**config.mk**
```make
export PLATFORM = sky130hd
export DESIGN_NAME = rf_ook_screen_code_pulse_encoder_flat
export DESIGN_NICKNAME = d
export VERILOG_FILES = /design/src/rtl/rfook_pkg.sv /design/src/rtl/rfook_cmd_if.sv /design/src/rtl/rfook_sym_if.sv /design/src/rtl/rf_ook_screen_code_pulse_encoder.sv /design/src/flat_wrapper.sv
export SDC_FILE = /design/constraint.sdc
export NUM_CORES = 1
export LEC_CHECK = 0
export ABC_AREA = 1
export ABC_CLOCK_PERIOD_IN_PS = 4800
export BUFFER_PORTS_ARGS = -buffer_cell sky130_fd_sc_hd__buf_2
export CAP_MARGIN = 15
export CORE_ASPECT_RATIO = 0.6
export CORE_MARGIN = 4
export CORE_UTILIZATION = 54
export CTS_BUF_LIST = sky130_fd_sc_hd__clkbuf_4 sky130_fd_sc_hd__clkbuf_8
export CTS_CLUSTER_DIAMETER = 60
export DETAILED_ROUTE_END_ITERATION = 7
export GPL_ROUTABILITY_DRIVEN = 0
export PLACE_DENSITY = 0.89
export SYNTH_ARGS = -nofsm -noshare
export SYNTH_HDL_FRONTEND = slang
export SYNTH_SLANG_ARGS = --single-unit
```
**constraint.sdc**
```tcl
create_clock -name clk -period 4.8 [get_ports clk]
set_input_delay 0.96 -clock clk [delete_from_list [all_inputs] [get_ports clk]]
set_output_delay 0.96 -clock clk [all_outputs]
set_load 0.01 [all_outputs]
```
**src/rtl/rfook_pkg.sv**
```systemverilog
// ----------------------------------------------------------------------------
// rfook_pkg
// Shared widths, register indexes and symbol codes of the screen code encoder.
// ----------------------------------------------------------------------------
`default_nettype none

package rfook_pkg;

  localparam int ID_BITS    = 26;
  localparam int UNIT_BITS  = 4;
  localparam int WORD_BITS  = ID_BITS + 2 + UNIT_BITS;
  localparam int PULSE_BITS = 18;
  localparam int BASE_BITS  = 12;
  localparam int LONG_BITS  = 4;
  localparam int FOOT_BITS  = 6;
  localparam int CFG_BITS   = 12;
  localparam int IDX_BITS   = 2;
  localparam int SYM_BITS   = 6;
  localparam int CNT_BITS   = 3;

  // symbols of one command: start, one per code bit, footer
  localparam logic [SYM_BITS-1:0] LAST_SYM = SYM_BITS'(WORD_BITS + 1);

  localparam logic [FOOT_BITS-1:0] START_MULT = FOOT_BITS'(9);

  localparam logic [CNT_BITS-1:0] CNT_NONE = CNT_BITS'(0);
  localparam logic [CNT_BITS-1:0] CNT_PAIR = CNT_BITS'(2);
  localparam logic [CNT_BITS-1:0] CNT_QUAD = CNT_BITS'(4);

  localparam logic [BASE_BITS-1:0] BASE_RESET   = BASE_BITS'(303);
  localparam logic [LONG_BITS-1:0] LONG_RESET   = LONG_BITS'(5);
  localparam logic [FOOT_BITS-1:0] FOOTER_RESET = FOOT_BITS'(34);

  typedef enum logic [IDX_BITS-1:0] {
    REG_BASE_PULSE    = 2'd0,
    REG_LONG_FACTOR   = 2'd1,
    REG_FOOTER_FACTOR = 2'd2,
    REG_UNUSED        = 2'd3
  } reg_idx_t;

  typedef enum logic [1:0] {
    SYM_START  = 2'd0,
    SYM_ZERO   = 2'd1,
    SYM_ONE    = 2'd2,
    SYM_FOOTER = 2'd3
  } sym_kind_t;

endpackage

`default_nettype wire

```
**src/rtl/rfook_cmd_if.sv**
```systemverilog
// ----------------------------------------------------------------------------
// rfook_cmd_if
// Command channel: valid/ready handshake with one screen command as payload.
// ----------------------------------------------------------------------------
`default_nettype none

interface rfook_cmd_if;
  import rfook_pkg::*;

  logic                 valid;
  logic                 ready;
  logic [ID_BITS-1:0]   device_id;
  logic                 all_units;
  logic                 move_up;
  logic [UNIT_BITS-1:0] unit_code;

  modport source (output valid, device_id, all_units, move_up, unit_code, input ready);
  modport sink   (input valid, device_id, all_units, move_up, unit_code, output ready);
endinterface

`default_nettype wire

```
**src/rtl/rfook_sym_if.sv**
```systemverilog
// ----------------------------------------------------------------------------
// rfook_sym_if
// Symbol channel: valid/ready handshake with one pulse symbol as payload.
// ----------------------------------------------------------------------------
`default_nettype none

interface rfook_sym_if;
  import rfook_pkg::*;

  logic                  valid;
  logic                  ready;
  logic [1:0]            symbol_kind;
  logic [CNT_BITS-1:0]   pulse_count;
  logic [PULSE_BITS-1:0] pulse_first;
  logic [PULSE_BITS-1:0] pulse_second;
  logic [PULSE_BITS-1:0] pulse_third;
  logic [PULSE_BITS-1:0] pulse_fourth;
  logic                  last_symbol;
  logic                  bad_id;

  modport source (output valid, symbol_kind, pulse_count, pulse_first, pulse_second,
                  pulse_third, pulse_fourth, last_symbol, bad_id, input ready);
  modport sink   (input valid, symbol_kind, pulse_count, pulse_first, pulse_second,
                  pulse_third, pulse_fourth, last_symbol, bad_id, output ready);
endinterface

`default_nettype wire

```
**src/rtl/rf_ook_screen_code_pulse_encoder.sv**
```systemverilog
// ----------------------------------------------------------------------------
// rf_ook_screen_code_pulse_encoder
// Packs a screen command into a 32-bit code word and emits its pulse symbols.
// ----------------------------------------------------------------------------
// A command with a nonzero device id produces 34 symbols, one per clock
// cycle while the output is taken: a start pair, 32 four-pulse bit symbols
// (id MSB first, all flag, state, unit MSB first) and a footer pair. A zero
// id produces a single symbol flagged bad_id and last_symbol. The symbol
// sequencer issues one symbol per cycle while the output advances; the next
// command is taken in the cycle its last symbol issues. Each symbol then
// passes three register stages (decode, multiply, assemble) after the
// sequencer. A stall on the output holds the whole pipeline. The user must
// write configuration only while no command is in flight; the block itself
// does not enforce this.
`default_nettype none

module rf_ook_screen_code_pulse_encoder (
  input  wire logic                     clk,
  input  wire logic                     rst,
  rfook_cmd_if.sink                     cmd,
  rfook_sym_if.source                   sym,
  input  wire logic                     cfg_we,
  input  wire logic [rfook_pkg::IDX_BITS-1:0] cfg_index,
  input  wire logic [rfook_pkg::CFG_BITS-1:0] cfg_data
);
  import rfook_pkg::*;

  // configuration registers
  logic [BASE_BITS-1:0] base_pulse;
  logic [LONG_BITS-1:0] long_factor;
  logic [FOOT_BITS-1:0] footer_factor;

  always_ff @(posedge clk) begin
    if (rst) begin
      base_pulse    <= BASE_RESET;
      long_factor   <= LONG_RESET;
      footer_factor <= FOOTER_RESET;
    end else if (cfg_we) begin
      unique case (reg_idx_t'(cfg_index))
        REG_BASE_PULSE:    base_pulse    <= cfg_data[BASE_BITS-1:0];
        REG_LONG_FACTOR:   long_factor   <= cfg_data[LONG_BITS-1:0];
        REG_FOOTER_FACTOR: footer_factor <= cfg_data[FOOT_BITS-1:0];
        default: ;
      endcase
    end
  end

  logic adv;
  assign adv = !sym.valid || sym.ready;

  // symbol sequencer
  logic                 busy;
  logic                 seq_bad;
  logic [WORD_BITS-1:0] word;
  logic [SYM_BITS-1:0]  idx;
  logic                 issue;
  logic                 last_issue;
  logic                 cmd_take;

  assign issue      = busy && adv;
  assign last_issue = seq_bad || (idx == LAST_SYM);
  assign cmd.ready  = !busy || (adv && last_issue);
  assign cmd_take   = cmd.valid && cmd.ready;

  always_ff @(posedge clk) begin
    if (rst) begin
      busy <= 1'b0;
      idx  <= '0;
    end else if (cmd_take) begin
      busy <= 1'b1;
      idx  <= '0;
    end else if (issue) begin
      if (last_issue) begin
        busy <= 1'b0;
      end else begin
        idx <= idx + SYM_BITS'(1);
      end
    end
  end

  always_ff @(posedge clk) begin
    if (cmd_take) begin
      seq_bad <= (cmd.device_id == '0);
      word    <= {cmd.device_id, cmd.all_units, cmd.move_up, cmd.unit_code};
    end else if (issue && idx != '0) begin
      word <= word << 1;
    end
  end

  // stage 1: decode the symbol and pick the multiplier
  logic                 s1_valid;
  sym_kind_t            s1_kind;
  logic                 s1_last;
  logic                 s1_bad;
  logic [BASE_BITS-1:0] s1_base;
  logic [FOOT_BITS-1:0] s1_factor;

  always_ff @(posedge clk) begin
    if (rst) begin
      s1_valid <= 1'b0;
    end else if (adv) begin
      s1_valid <= busy;
    end
  end

  always_ff @(posedge clk) begin
    if (adv) begin
      s1_bad  <= seq_bad;
      s1_base <= base_pulse;
      s1_last <= last_issue;
      priority if (seq_bad || idx == '0) begin
        s1_kind   <= SYM_START;
        s1_factor <= START_MULT;
      end else if (idx == LAST_SYM) begin
        s1_kind   <= SYM_FOOTER;
        s1_factor <= footer_factor;
      end else begin
        s1_kind   <= word[WORD_BITS-1] ? SYM_ONE : SYM_ZERO;
        s1_factor <= FOOT_BITS'(long_factor);
      end
    end
  end

  // stage 2: scaled pulse
  logic                  s2_valid;
  sym_kind_t             s2_kind;
  logic                  s2_last;
  logic                  s2_bad;
  logic [BASE_BITS-1:0]  s2_base;
  logic [PULSE_BITS-1:0] s2_prod;

  always_ff @(posedge clk) begin
    if (rst) begin
      s2_valid <= 1'b0;
    end else if (adv) begin
      s2_valid <= s1_valid;
    end
  end

  always_ff @(posedge clk) begin
    if (adv) begin
      s2_kind <= s1_kind;
      s2_last <= s1_last;
      s2_bad  <= s1_bad;
      s2_base <= s1_base;
      s2_prod <= PULSE_BITS'(s1_base) * PULSE_BITS'(s1_factor);
    end
  end

  // stage 3: output register
  logic [PULSE_BITS-1:0] b18;
  assign b18 = PULSE_BITS'(s2_base);

  always_ff @(posedge clk) begin
    if (rst) begin
      sym.valid <= 1'b0;
    end else if (adv) begin
      sym.valid <= s2_valid;
    end
  end

  always_ff @(posedge clk) begin
    if (adv) begin
      sym.symbol_kind <= s2_kind;
      sym.last_symbol <= s2_last;
      sym.bad_id      <= s2_bad;
      if (s2_bad) begin
        sym.pulse_count  <= CNT_NONE;
        sym.pulse_first  <= '0;
        sym.pulse_second <= '0;
        sym.pulse_third  <= '0;
        sym.pulse_fourth <= '0;
      end else begin
        unique case (s2_kind)
          SYM_ONE: begin
            sym.pulse_count  <= CNT_QUAD;
            sym.pulse_first  <= b18;
            sym.pulse_second <= s2_prod;
            sym.pulse_third  <= b18;
            sym.pulse_fourth <= b18;
          end
          SYM_ZERO: begin
            sym.pulse_count  <= CNT_QUAD;
            sym.pulse_first  <= b18;
            sym.pulse_second <= b18;
            sym.pulse_third  <= b18;
            sym.pulse_fourth <= s2_prod;
          end
          default: begin
            sym.pulse_count  <= CNT_PAIR;
            sym.pulse_first  <= b18;
            sym.pulse_second <= s2_prod;
            sym.pulse_third  <= '0;
            sym.pulse_fourth <= '0;
          end
        endcase
      end
    end
  end

endmodule

`default_nettype wire

```
**src/flat_wrapper.sv**
```systemverilog
// flat-port wrapper written by rule: the top's interface ports become plain ports
module rf_ook_screen_code_pulse_encoder_flat import rfook_pkg::*;
  (clk, rst, cfg_we, cfg_index, cfg_data, cmd_valid, cmd_device_id, cmd_all_units, cmd_move_up, cmd_unit_code, cmd_ready, sym_valid, sym_symbol_kind, sym_pulse_count, sym_pulse_first, sym_pulse_second, sym_pulse_third, sym_pulse_fourth, sym_last_symbol, sym_bad_id, sym_ready);
  rfook_cmd_if cmd_i ();
  rfook_sym_if sym_i ();
  input  wire logic clk;
  input  wire logic rst;
  input  wire logic cfg_we;
  input  wire logic [rfook_pkg::IDX_BITS-1:0] cfg_index;
  input  wire logic [rfook_pkg::CFG_BITS-1:0] cfg_data;
  input wire logic [$bits(cmd_i.valid)-1:0] cmd_valid;
  input wire logic [$bits(cmd_i.device_id)-1:0] cmd_device_id;
  input wire logic [$bits(cmd_i.all_units)-1:0] cmd_all_units;
  input wire logic [$bits(cmd_i.move_up)-1:0] cmd_move_up;
  input wire logic [$bits(cmd_i.unit_code)-1:0] cmd_unit_code;
  output wire logic [$bits(cmd_i.ready)-1:0] cmd_ready;
  output wire logic [$bits(sym_i.valid)-1:0] sym_valid;
  output wire logic [$bits(sym_i.symbol_kind)-1:0] sym_symbol_kind;
  output wire logic [$bits(sym_i.pulse_count)-1:0] sym_pulse_count;
  output wire logic [$bits(sym_i.pulse_first)-1:0] sym_pulse_first;
  output wire logic [$bits(sym_i.pulse_second)-1:0] sym_pulse_second;
  output wire logic [$bits(sym_i.pulse_third)-1:0] sym_pulse_third;
  output wire logic [$bits(sym_i.pulse_fourth)-1:0] sym_pulse_fourth;
  output wire logic [$bits(sym_i.last_symbol)-1:0] sym_last_symbol;
  output wire logic [$bits(sym_i.bad_id)-1:0] sym_bad_id;
  input wire logic [$bits(sym_i.ready)-1:0] sym_ready;
  assign cmd_i.valid = cmd_valid;
  assign cmd_i.device_id = cmd_device_id;
  assign cmd_i.all_units = cmd_all_units;
  assign cmd_i.move_up = cmd_move_up;
  assign cmd_i.unit_code = cmd_unit_code;
  assign cmd_ready = cmd_i.ready;
  assign sym_valid = sym_i.valid;
  assign sym_symbol_kind = sym_i.symbol_kind;
  assign sym_pulse_count = sym_i.pulse_count;
  assign sym_pulse_first = sym_i.pulse_first;
  assign sym_pulse_second = sym_i.pulse_second;
  assign sym_pulse_third = sym_i.pulse_third;
  assign sym_pulse_fourth = sym_i.pulse_fourth;
  assign sym_last_symbol = sym_i.last_symbol;
  assign sym_bad_id = sym_i.bad_id;
  assign sym_i.ready = sym_ready;
  rf_ook_screen_code_pulse_encoder u_core (.clk(clk), .rst(rst), .cmd(cmd_i), .sym(sym_i), .cfg_we(cfg_we), .cfg_index(cfg_index), .cfg_data(cfg_data));
endmodule
```
==> out/results.ini <==
[run_status]
status = completed

[cells_and_area]
drive_gt1_frac = 0.142
layout_commonest_cell = nand2_1
fin_nets = 1270
mostFrequentLayoutCells = 268 x nand2_1, 209 x inv_1, 155 x edfxtp_1, 118 x buf_2, 101 x nor2_1
antennaDiodeCount = 0
area_delta_synth_final_pct = 11.3
instances_no_fill = 1393

[worst_setup_path]
critPathKind = reg2reg
critPathLaunchType = flop
slowest_stage = edfxtp_1
cpPeakStageDelay_ps = 580
endpoint_kind = flop
crit_top_cell = nand2_1
critPathArrivalTime_ps = 4080
crit_path_cell_trace = nand2_1 -> inv_1 -> fa_1 -> fa_1 -> inv_1 -> fa_1 -> inv_1 -> ha_1 -> or2_2 -> nand3b_1 -> nand2_1 -> nand2_1 -> nand2_1 -> nand2_1 -> nand2_1
cp.required_ps = 5010
path_max_fanout = 12

[clocking]
cts_resized = 0
cts_setup_buffers = 0
cts_buffers = 17
holdBufCountCts = 0
clkTransAtPathRegs_ps = 110
clk_path_buf_depth = 2
clock_latency_ps = 460
htreeDepth = 4
cts_sinks = 187
cts_tree = done
cts-root-buf = clkbuf_8

[sta]
rsz0062_at_grt = no
fin_tns_setup_ps = 0
finClkSkew_ps = 18.1
fmax_mhz = 259
hold_viol = 0
tightest_slew_ps = 1050
relSlewSlack = 0.300
slew_violations = 0
fin_crit_sh = 0.805
finalSetupViolCount = 0
layout_min_cycle_time_ps = 3870

[floorplan]
die_x_um = 182
core_area_um2 = 17500
dieArea_um2 = 20500
io_pins = 132
die_h_um = 112
rows = 37
initial_core_util = 0.561

[power]
p_total_mw = 3.73
p_per_area_nw_per_um2 = 341
p_leak_nw = 5.71
irDropWorstVdd_mv = 0.194

[detailed_routing]
post_drt_wl_per_cell_um = 13.9
drt_pass1_iterations = 6
ant_nets = 0
drcViolationCount = 0
drt-initial-drc-count = 713
routed_wl_um = 19400
vias = 7003
viasPerCell = 5.03

[global_routing]
grt_remaining_overflow = 0
grt_pass1_wl_um = 32000
grt_start_max_net_pins = 91
antenna_found_initial = 0
grt_use_total = 0.194
grt_pass1_vias = 6653

[synth]
avgSynthCellArea_um2 = 9.47
seq_area_frac_synth = 0.540
synth_area_um2 = 9810
yosysWarnings = 0
synthCells = 1036
yosys.cell_types.count = 30
ys_seq_elements = 187

[placement]
place_inst = 1362
post-dp-hpwl_um = 14700
portBuffers = 118

[min_path]
hp-class = reg2reg

[job]
maxCapViolCount = 0

## flip-flops by register name, summed over array words and instances, names as in the netlist, 2 cells and up
signal                   count
u_core.sym.symbol_kind       2
u_core.s1_factor             6
u_core.sym.pulse_second     18
u_core.base_pulse           12
u_core.s2_kind               2
u_core.s1_kind               2
u_core.s1_base              12
u_core.sym.pulse_count       2
u_core.idx                   6
u_core.sym.pulse_first      12
u_core.sym.pulse_third      12
u_core.footer_factor         6
u_core.long_factor           4
u_core.s2_base              12
u_core.sym.pulse_fourth     18
u_core.word                 32
u_core.s2_prod              18
## where the power goes
group / internal, mW / total, mW / switching (mW)
Sequential: 1.95 / 2.03 / 0.0764
Clock: 0.440 / 1.05 / 0.607
Combinational: 0.238 / 0.649 / 0.410
## per-layer routing
layer / part of all wire / wire, um / global-route usage / vias up
met5: 0 / 0 / 0 / -
met4: 0.0094 / 182 / 0.0400 / 0
met3: 0.085 / 1640 / 0.0502 / 22
met2: 0.43 / 8420 / 0.297 / 267
met1: 0.47 / 9120 / 0.286 / 3281
li1: - / - / - / 3433
## kinds of logic after synthesis
family                   synth area share
other                            0.000382
XOR/XNOR                          0.00803
flip-flops                          0.540
AND/OR/NAND/NOR                     0.190
buffers and inverters               0.105
AO/OA/AOI/OAI                      0.0334
adder cells (fa/ha/maj)             0.123
## area by class of cell
| class | count | area [um2] |
|---|---|---|
| sequential | 187 | 5300 |
| inverter | 210 | 792 |
| tap | 234 | 293 |
| multi-input combinational | 610 | 3530 |
| timing repair buffer | 121 | 613 |
| fill | 1391 | 6570 |
| clock inverter | 14 | 169 |
| clock buffer | 17 | 234 |
## per-stage QoR
step / cell area, um2 / util / worst slack, ps / hold slack [ps]
after floorplan: 9860 / - / 149 / 400
after global placement: 10500 / 0.601 / 1090 / 401
after detailed placement: 10500 / 0.601 / 964 / 405
after CTS: 10900 / 0.624 / 948 / 418
after global routing: 10900 / 0.624 / 701 / 430
final: 10900 / 0.624 / 934 / 416
## worst max-delay path: cells and delay by family (launching register included)
kind | cells | cell delay, ps
adders and majority gates | 4 | 1890
buffers and inverters | 3 | 160
DFF | 1 | 580
and+or+nand+nor | 8 | 970
## final timing paths
path,start,end,slack (ps),cells past startpoint
worst max-delay path,u_core.s1_factor[5]$_SDFFCE_PP0P_,u_core.s2_prod[17]$_DFFE_PP_,930,15
worst min-delay path,u_core.s1_bad$_DFFE_PP_,u_core.s2_bad$_DFFE_PP_,420,0
worst max register to register,u_core.s1_factor[5]$_SDFFCE_PP0P_,u_core.s2_prod[17]$_DFFE_PP_,930,15
worst min register to register,u_core.s1_bad$_DFFE_PP_,u_core.s2_bad$_DFFE_PP_,420,0
## synth_stat cells
cell / n / share of area
nand2_2: 2 / 0.0013
nand3b_1: 3 / 0.0023
inv_1: 210 / 0.080
nand3_1: 54 / 0.028
nor2_2: 1 / 0.00064
conb_1: 1 / 0.00038
o21ai_0: 38 / 0.019
buf_2: 3 / 0.0015
nand4_1: 7 / 0.0045
nor2_4: 1 / 0.0011
nand3_2: 1 / 0.0010
fa_1: 41 / 0.084
nand2_1: 268 / 0.10
buf_4: 17 / 0.013
ha_1: 31 / 0.040
buf_6: 3 / 0.0034
edfxtp_1: 155 / 0.47
a21oi_1: 26 / 0.013
or2_2: 2 / 0.0013
nor3_1: 2 / 0.0010
buf_1: 2 / 0.00077
and2_1: 2 / 0.0013
nand3_4: 1 / 0.0018
clkbuf_1: 16 / 0.0061
dfxtp_1: 32 / 0.065
nor2_1: 101 / 0.039
o211ai_1: 1 / 0.00077
xor2_1: 9 / 0.0080
nand2_4: 3 / 0.0034
nor4_1: 3 / 0.0019
Note: power is estimated with default switching activity, not from simulation.
